--- config.mk ---
export PLATFORM = sky130hd
export DESIGN_NAME = fragment_header_parser_flat
export DESIGN_NICKNAME = d
export VERILOG_FILES = /design/src/rtl/fhp_pkg.sv /design/src/rtl/fhp_stream_if.sv /design/src/rtl/fhp_digit_acc.sv /design/src/rtl/fhp_core.sv /design/src/rtl/fragment_header_parser.sv /design/src/flat_wrapper.sv
export SDC_FILE = /design/constraint.sdc
export NUM_CORES = 1
export LEC_CHECK = 0
export BUFFER_PORTS_ARGS = -buffer_cell sky130_fd_sc_hd__buf_4
export CORE_MARGIN = 2
export CORE_UTILIZATION = 45
export CTS_CLUSTER_DIAMETER = 150
export DETAILED_ROUTE_END_ITERATION = 12
export PLACE_DENSITY = 0.62
export SLEW_MARGIN = 25
export SYNTH_ARGS = -nofsm -noshare
export SYNTH_HDL_FRONTEND = slang
export SYNTH_HIERARCHICAL = 1
export SYNTH_SLANG_ARGS = --single-unit
--- constraint.sdc ---
create_clock -name clk -period 4.16 [get_ports clk]
set_clock_uncertainty 0.05 [all_clocks]
set_input_delay 0.416 -clock clk [delete_from_list [all_inputs] [get_ports clk]]
set_output_delay 0.416 -clock clk [all_outputs]
set_load 0.005 [all_outputs]
--- src/rtl/fhp_pkg.sv ---
// Fragment header parser package: word types, phase and result codes.
// No dependencies; used by fhp_core and fragment_header_parser.
`timescale 1ns / 1ps

package fhp_pkg;

    localparam logic [7:0] SEP_CHAR  = 8'h3A;   // ':'
    localparam logic [7:0] ZERO_CHAR = 8'h30;   // '0'
    localparam logic [7:0] NINE_CHAR = 8'h39;   // '9'

    typedef enum logic [2:0] {
        PH_TOTAL   = 3'd0,
        PH_NUMBER  = 3'd1,
        PH_SIZE    = 3'd2,
        PH_NAME    = 3'd3,
        PH_PAYLOAD = 3'd4,
        PH_DONE    = 3'd5
    } phase_t;

    typedef enum logic [1:0] {
        KIND_NAME    = 2'd0,
        KIND_HEADER  = 2'd1,
        KIND_PAYLOAD = 2'd2
    } kind_t;

    typedef struct packed {
        logic [7:0] data_byte;
        logic       packet_start;
    } in_word_t;

    typedef struct packed {
        logic [1:0]  result_kind;
        logic [7:0]  byte_value;
        logic [31:0] total_fragments;
        logic [31:0] fragment_number;
        logic [31:0] payload_size;
        logic        size_error;
        logic        packet_last;
    } out_word_t;

endpackage

--- src/rtl/fhp_stream_if.sv ---
// Valid/ready stream channel carrying one word of type word_t.
// Used with fhp_pkg word types.
`timescale 1ns / 1ps

interface fhp_stream_if #(
    parameter type word_t = logic
);
    logic  valid;
    logic  ready;
    word_t payload;

    modport source (output valid, output payload, input ready);
    modport sink   (input valid, input payload, output ready);
endinterface

--- src/rtl/fhp_digit_acc.sv ---
// Saturating decimal accumulate: acc * 10 + digit, clamped to 32 bits.
// Depends on nothing beyond plain logic.
`timescale 1ns / 1ps

module fhp_digit_acc (
    input  logic [31:0] acc,
    input  logic [3:0]  digit,
    output logic [31:0] sum
);
    logic [35:0] wide;

    assign wide = {1'b0, acc, 3'b000} + {3'b000, acc, 1'b0} + {32'd0, digit};
    assign sum  = (wide[35:32] != 4'd0) ? 32'hFFFF_FFFF : wide[31:0];
endmodule

--- src/rtl/fhp_core.sv ---
// Parser state and per-byte decode; result is combinational from the current word.
// Depends on fhp_pkg and fhp_digit_acc.
`timescale 1ns / 1ps

module fhp_core #(
    parameter int MAX_PAYLOAD = 1024,
    parameter int REM_W       = $clog2(MAX_PAYLOAD + 1)
) (
    input  logic               clk,
    input  logic               rst_n,
    input  logic               step,
    input  fhp_pkg::in_word_t  word,
    output logic               res_valid,
    output fhp_pkg::out_word_t res
);
    fhp_pkg::phase_t phase_reg, phase_next, phase_cur;
    logic [31:0]      total_reg, total_next, total_cur;
    logic [31:0]      number_reg, number_next, number_cur;
    logic [31:0]      size_reg, size_next, size_cur;
    logic             ended_reg, ended_next, ended_cur;
    logic [REM_W-1:0] rem_reg, rem_next, rem_cur, rem_dec;
    logic [31:0]      acc_sel, acc_sum, sz_clamped;
    logic             is_sep, is_digit, too_big;

    always_ff @(posedge clk or negedge rst_n)
    begin
        if (!rst_n)
        begin
            phase_reg  <= fhp_pkg::PH_TOTAL;
            total_reg  <= '0;
            number_reg <= '0;
            size_reg   <= '0;
            ended_reg  <= 1'b0;
            rem_reg    <= '0;
        end
        else if (step)
        begin
            phase_reg  <= phase_next;
            total_reg  <= total_next;
            number_reg <= number_next;
            size_reg   <= size_next;
            ended_reg  <= ended_next;
            rem_reg    <= rem_next;
        end
    end

    // start flag drops the packet in progress
    assign phase_cur  = word.packet_start ? fhp_pkg::PH_TOTAL : phase_reg;
    assign total_cur  = word.packet_start ? 32'd0 : total_reg;
    assign number_cur = word.packet_start ? 32'd0 : number_reg;
    assign size_cur   = word.packet_start ? 32'd0 : size_reg;
    assign ended_cur  = word.packet_start ? 1'b0 : ended_reg;
    assign rem_cur    = word.packet_start ? '0 : rem_reg;

    assign is_sep   = (word.data_byte == fhp_pkg::SEP_CHAR);
    assign is_digit = (word.data_byte >= fhp_pkg::ZERO_CHAR) &&
                      (word.data_byte <= fhp_pkg::NINE_CHAR);

    always_comb
    begin
        case (phase_cur)
            fhp_pkg::PH_TOTAL:  acc_sel = total_cur;
            fhp_pkg::PH_NUMBER: acc_sel = number_cur;
            default:            acc_sel = size_cur;
        endcase
    end

    fhp_digit_acc u_acc (
        .acc   (acc_sel),
        .digit (word.data_byte[3:0]),
        .sum   (acc_sum)
    );

    assign too_big    = (size_cur > 32'(MAX_PAYLOAD));
    assign sz_clamped = too_big ? 32'(MAX_PAYLOAD) : size_cur;
    assign rem_dec    = (rem_cur != '0) ? rem_cur - REM_W'(1) : rem_cur;

    always_comb
    begin
        phase_next  = phase_cur;
        total_next  = total_cur;
        number_next = number_cur;
        size_next   = size_cur;
        ended_next  = ended_cur;
        rem_next    = rem_cur;
        res_valid   = 1'b0;
        res         = '0;

        case (phase_cur)
            fhp_pkg::PH_TOTAL, fhp_pkg::PH_NUMBER, fhp_pkg::PH_SIZE:
            begin
                if (is_sep)
                begin
                    ended_next = 1'b0;
                    case (phase_cur)
                        fhp_pkg::PH_TOTAL:  phase_next = fhp_pkg::PH_NUMBER;
                        fhp_pkg::PH_NUMBER: phase_next = fhp_pkg::PH_SIZE;
                        default:            phase_next = fhp_pkg::PH_NAME;
                    endcase
                end
                else if (!ended_cur && is_digit)
                begin
                    case (phase_cur)
                        fhp_pkg::PH_TOTAL:  total_next  = acc_sum;
                        fhp_pkg::PH_NUMBER: number_next = acc_sum;
                        default:            size_next   = acc_sum;
                    endcase
                end
                else
                begin
                    ended_next = 1'b1;
                end
            end
            fhp_pkg::PH_NAME:
            begin
                res_valid = 1'b1;
                if (!is_sep)
                begin
                    res.result_kind = fhp_pkg::KIND_NAME;
                    res.byte_value  = word.data_byte;
                end
                else
                begin
                    res.result_kind     = fhp_pkg::KIND_HEADER;
                    res.total_fragments = total_cur;
                    res.fragment_number = number_cur;
                    res.payload_size    = sz_clamped;
                    res.size_error      = too_big;
                    res.packet_last     = (sz_clamped == 32'd0);
                    rem_next            = sz_clamped[REM_W-1:0];
                    phase_next          = (sz_clamped == 32'd0) ? fhp_pkg::PH_DONE
                                                                : fhp_pkg::PH_PAYLOAD;
                end
            end
            fhp_pkg::PH_PAYLOAD:
            begin
                res_valid        = 1'b1;
                res.result_kind  = fhp_pkg::KIND_PAYLOAD;
                res.byte_value   = word.data_byte;
                res.packet_last  = (rem_dec == '0);
                rem_next         = rem_dec;
                if (rem_dec == '0)
                begin
                    phase_next = fhp_pkg::PH_DONE;
                end
            end
            default:
            begin
                // done, or an unused code: ignore bytes until a start flag
            end
        endcase
    end
endmodule

--- src/rtl/fragment_header_parser.sv ---
// Fragment header parser: total:number:size:name:payload byte stream to results.
// Each accepted word is held in the input register and decoded by fhp_core; its result
// word is then registered in the result register, from which it can be taken.
// Throughput: one byte per cycle; a byte that makes a result waits in the input register
// while the result register holds a word not yet taken, and then the input stalls.
// Reset (rst_n, async low) empties both registers and returns to the total field.
// Depends on fhp_pkg, fhp_stream_if and fhp_core.
`timescale 1ns / 1ps

module fragment_header_parser #(
    parameter int MAX_PAYLOAD = 1024
) (
    input logic          clk,
    input logic          rst_n,
    fhp_stream_if.sink   stream,
    fhp_stream_if.source result
);
    logic               in_valid_reg;
    fhp_pkg::in_word_t  in_word_reg;
    logic               out_valid_reg;
    fhp_pkg::out_word_t out_word_reg;
    logic               core_valid;
    fhp_pkg::out_word_t core_res;
    logic               advance;

    // a stored word moves on unless it makes a result that has nowhere to go
    assign advance = in_valid_reg && (!core_valid || !out_valid_reg || result.ready);
    assign stream.ready = !in_valid_reg || advance;

    always_ff @(posedge clk or negedge rst_n)
    begin
        if (!rst_n)
        begin
            in_valid_reg <= 1'b0;
        end
        else if (stream.valid && stream.ready)
        begin
            in_valid_reg <= 1'b1;
        end
        else if (advance)
        begin
            in_valid_reg <= 1'b0;
        end
    end

    always_ff @(posedge clk)
    begin
        if (stream.valid && stream.ready)
        begin
            in_word_reg <= stream.payload;
        end
    end

    fhp_core #(
        .MAX_PAYLOAD (MAX_PAYLOAD)
    ) u_core (
        .clk       (clk),
        .rst_n     (rst_n),
        .step      (advance),
        .word      (in_word_reg),
        .res_valid (core_valid),
        .res       (core_res)
    );

    always_ff @(posedge clk or negedge rst_n)
    begin
        if (!rst_n)
        begin
            out_valid_reg <= 1'b0;
        end
        else if (advance && core_valid)
        begin
            out_valid_reg <= 1'b1;
        end
        else if (result.ready)
        begin
            out_valid_reg <= 1'b0;
        end
    end

    always_ff @(posedge clk)
    begin
        if (advance && core_valid)
        begin
            out_word_reg <= core_res;
        end
    end

    assign result.valid   = out_valid_reg;
    assign result.payload = out_word_reg;
endmodule
--- src/flat_wrapper.sv ---
// flat-port wrapper written by rule: the top's interface ports become plain ports
module fragment_header_parser_flat 
#(
    parameter int MAX_PAYLOAD = 1024
)
  (clk, rst_n, stream_valid, stream_payload, stream_ready, result_valid, result_payload, result_ready);
  fhp_stream_if stream_i ();
  fhp_stream_if result_i ();
  input logic clk;
  input logic rst_n;
  input wire logic [$bits(stream_i.valid)-1:0] stream_valid;
  input wire logic [$bits(stream_i.payload)-1:0] stream_payload;
  output wire logic [$bits(stream_i.ready)-1:0] stream_ready;
  output wire logic [$bits(result_i.valid)-1:0] result_valid;
  output wire logic [$bits(result_i.payload)-1:0] result_payload;
  input wire logic [$bits(result_i.ready)-1:0] result_ready;
  assign stream_i.valid = stream_valid;
  assign stream_i.payload = stream_payload;
  assign stream_ready = stream_i.ready;
  assign result_valid = result_i.valid;
  assign result_payload = result_i.payload;
  assign result_i.ready = result_ready;
  fragment_header_parser #(.MAX_PAYLOAD(MAX_PAYLOAD)) u_core (.clk(clk), .rst_n(rst_n), .stream(stream_i), .result(result_i));
endmodule
==> flow_summary.ini <==
[sta]
hold_slack_ns = -0.0305
setup_violations = 0
finalCritPeriodShare = 0.687
setup_ws_ns = 1.30
hold_viol_final = 73
rsz0062_at_grt = false
slew_violations = 33
fmax_ghz = 0.350
tightest_slew_ns = 2.76
min_period_ns = 2.86
tns_ns = 0
relSlewSlack = -0.846

[finish]
drive_gt1_frac = 0.117
final_nets = 949
syn_to_final_growth_pct = 9.54
nFillCells = 1756
insertedDiodeCount = 0

[critical_path]
critical_path.top_delay_family = buffers and inverters
critPathMaxStageDelay_ns = 0.56
path_buf_inv = 3
cp.arrival_ns = 3.17
cp-endpoint = u_core/u_core/number_reg[9]
slowest_stage = buf_4
cp.required_ns = 4.47
crit_chain = buf_4 -> nand3b_1 -> a21oi_1 -> a21boi_1 -> buf_4 -> o21ai_2 -> buf_4 -> a22o_1
path_depth = 8
critical_path_class = reg2reg
r2r_slack_ns = 1.30
cp_max_fo = 42
startpoint_type = flop
crit_top_cell = buf_4
critPathLaunch = u_core/u_core/phase_reg[0]
rr_endpoint = u_core/u_core/number_reg[9]
r2r-start = u_core/u_core/phase_reg[0]
endpoint_kind = flop
reg2regPathDepth = 8

[drt]
first_pass_iters = 5
drt_iter0_markers = 618
drc = 0
ant_nets = 0
avgViaCountPerCell = 6.30
detail_route.wl_per_cell_um = 20.6
dr_total_vias = 7082
drt_wl_total_um = 23200

[synthesis]
syn_area_um2 = 8510
synth_cells = 894
yosysWarnings = 6
syn_area_per_cell_um2 = 9.52

[clocking]
clkLatencyLatePin_ns = 0.42
clock_path_buffers = 2
root_buffer = clkbuf_16
cts_buffers = 17
htreeDepth = 4
clk_pin_slew_ns = 0.05
cts.repair.resized = 0
cts_setup_buffers = 0
cts_hold_buffers = 0
tritoncts = yes
clock_sinks = 115

[pwr]
power_leakage_uw = 0.00464
peakVddDrop_uv = 273
fin_total_pwr_uw = 2870
pwr_density_cell_nw_per_um2 = 308

[grt]
grt_pass1_wl_um = 37200
gr-total-overflow = 0
antenna_found_initial = 0
grt_pass1_vias = 6765
grt_max_degree = 76
grt_use_total = 0.237

[worst_hold_path]
holdCritPathClass = in2async

[floorplanning]
num_rows = 50
die_w_um = 142
fp.coreArea_um2 = 18600
initial_core_util = 0.457
num_io_pins = 8
dieArea_um2 = 20000
floorplan.die.height_um = 142

[placement]
dp_slack_ns = 1.30
io_buffer_count = 7
gp_congestion = 0.878
dpl.hpwl_um = 16300

[status]
outcome = finished with violations
violations = negative hold slack, max-slew violations

[flow_run]
maxCapViolations = 0
## worst min-delay path by stage
stage,cells after the start,slack [ns],from,endpoint
floorplan,0,0.07,rst_n,u_core/in_valid_reg
global placement,2,0.40,u_core/u_core/number_reg[11],u_core/u_core/number_reg[11]
detailed placement,2,0.41,u_core/u_core/number_reg[5],u_core/u_core/number_reg[5]
CTS,1,0.11,stream_payload,u_core/in_word_reg[0]
global route,1,0.02,rst_n,u_core/u_core/total_reg[1]
finish,1,-0.03,rst_n,u_core/u_core/total_reg[1]
## routing by layer
metal / GRT usage / part of all wire
met1: 0.339 / 0.48
met2: 0.368 / 0.46
met3: 0.0402 / 0.039
met4: 0.0763 / 0.024
met5: 0 / 0
## stage by stage
stage	utilization	cell area [um^2]	hold slack [ns]	instances
after floorplan	-	8570	0.0704	908
after global placement	0.466	8680	0.403	1093
after detailed placement	0.466	8680	0.412	1093
after CTS	0.500	9320	0.112	1125
after global routing	0.500	9330	0.0211	1125
final	0.500	9330	-0.0305	1125
## layout make-up
type                            count  area [um^2]  share of cell area
Tap cell                          234          293              0.0314
Clock inverter                      9          150              0.0161
Multi-Input combinational cell    712         5320               0.570
Sequential cell                   115         2890               0.310
Clock buffer                       23          488              0.0523
Inverter                           14         52.6             0.00563
Timing Repair Buffer               18          139              0.0149
## power breakdown
group | switching (uW) | internal [uW]
Sequential | 5.25 | 1130
Combinational | 119 | 47.1
Clock | 513 | 1060
## cells in the final DEF, fill, tap and decap left out, types with 9 or more instances in the layout
cell type and n:
nor4_1 9, conb_1 15, nand3_1 10, mux2i_1 37, o21ai_0 43, o21ai_1 9, ha_1 64, a22o_1 93
clkbuf_16 17, a21oi_1 41, buf_4 17, nor3_1 10, xnor2_1 16, xor2_1 14, inv_1 14, nand3_2 25
a21o_1 13, nor2_1 77, a221o_1 9, dfrtp_1 112, a211oi_1 38, and3_1 11, nand2_1 52
No activity file was read; power rests on OpenSTA's default activity.
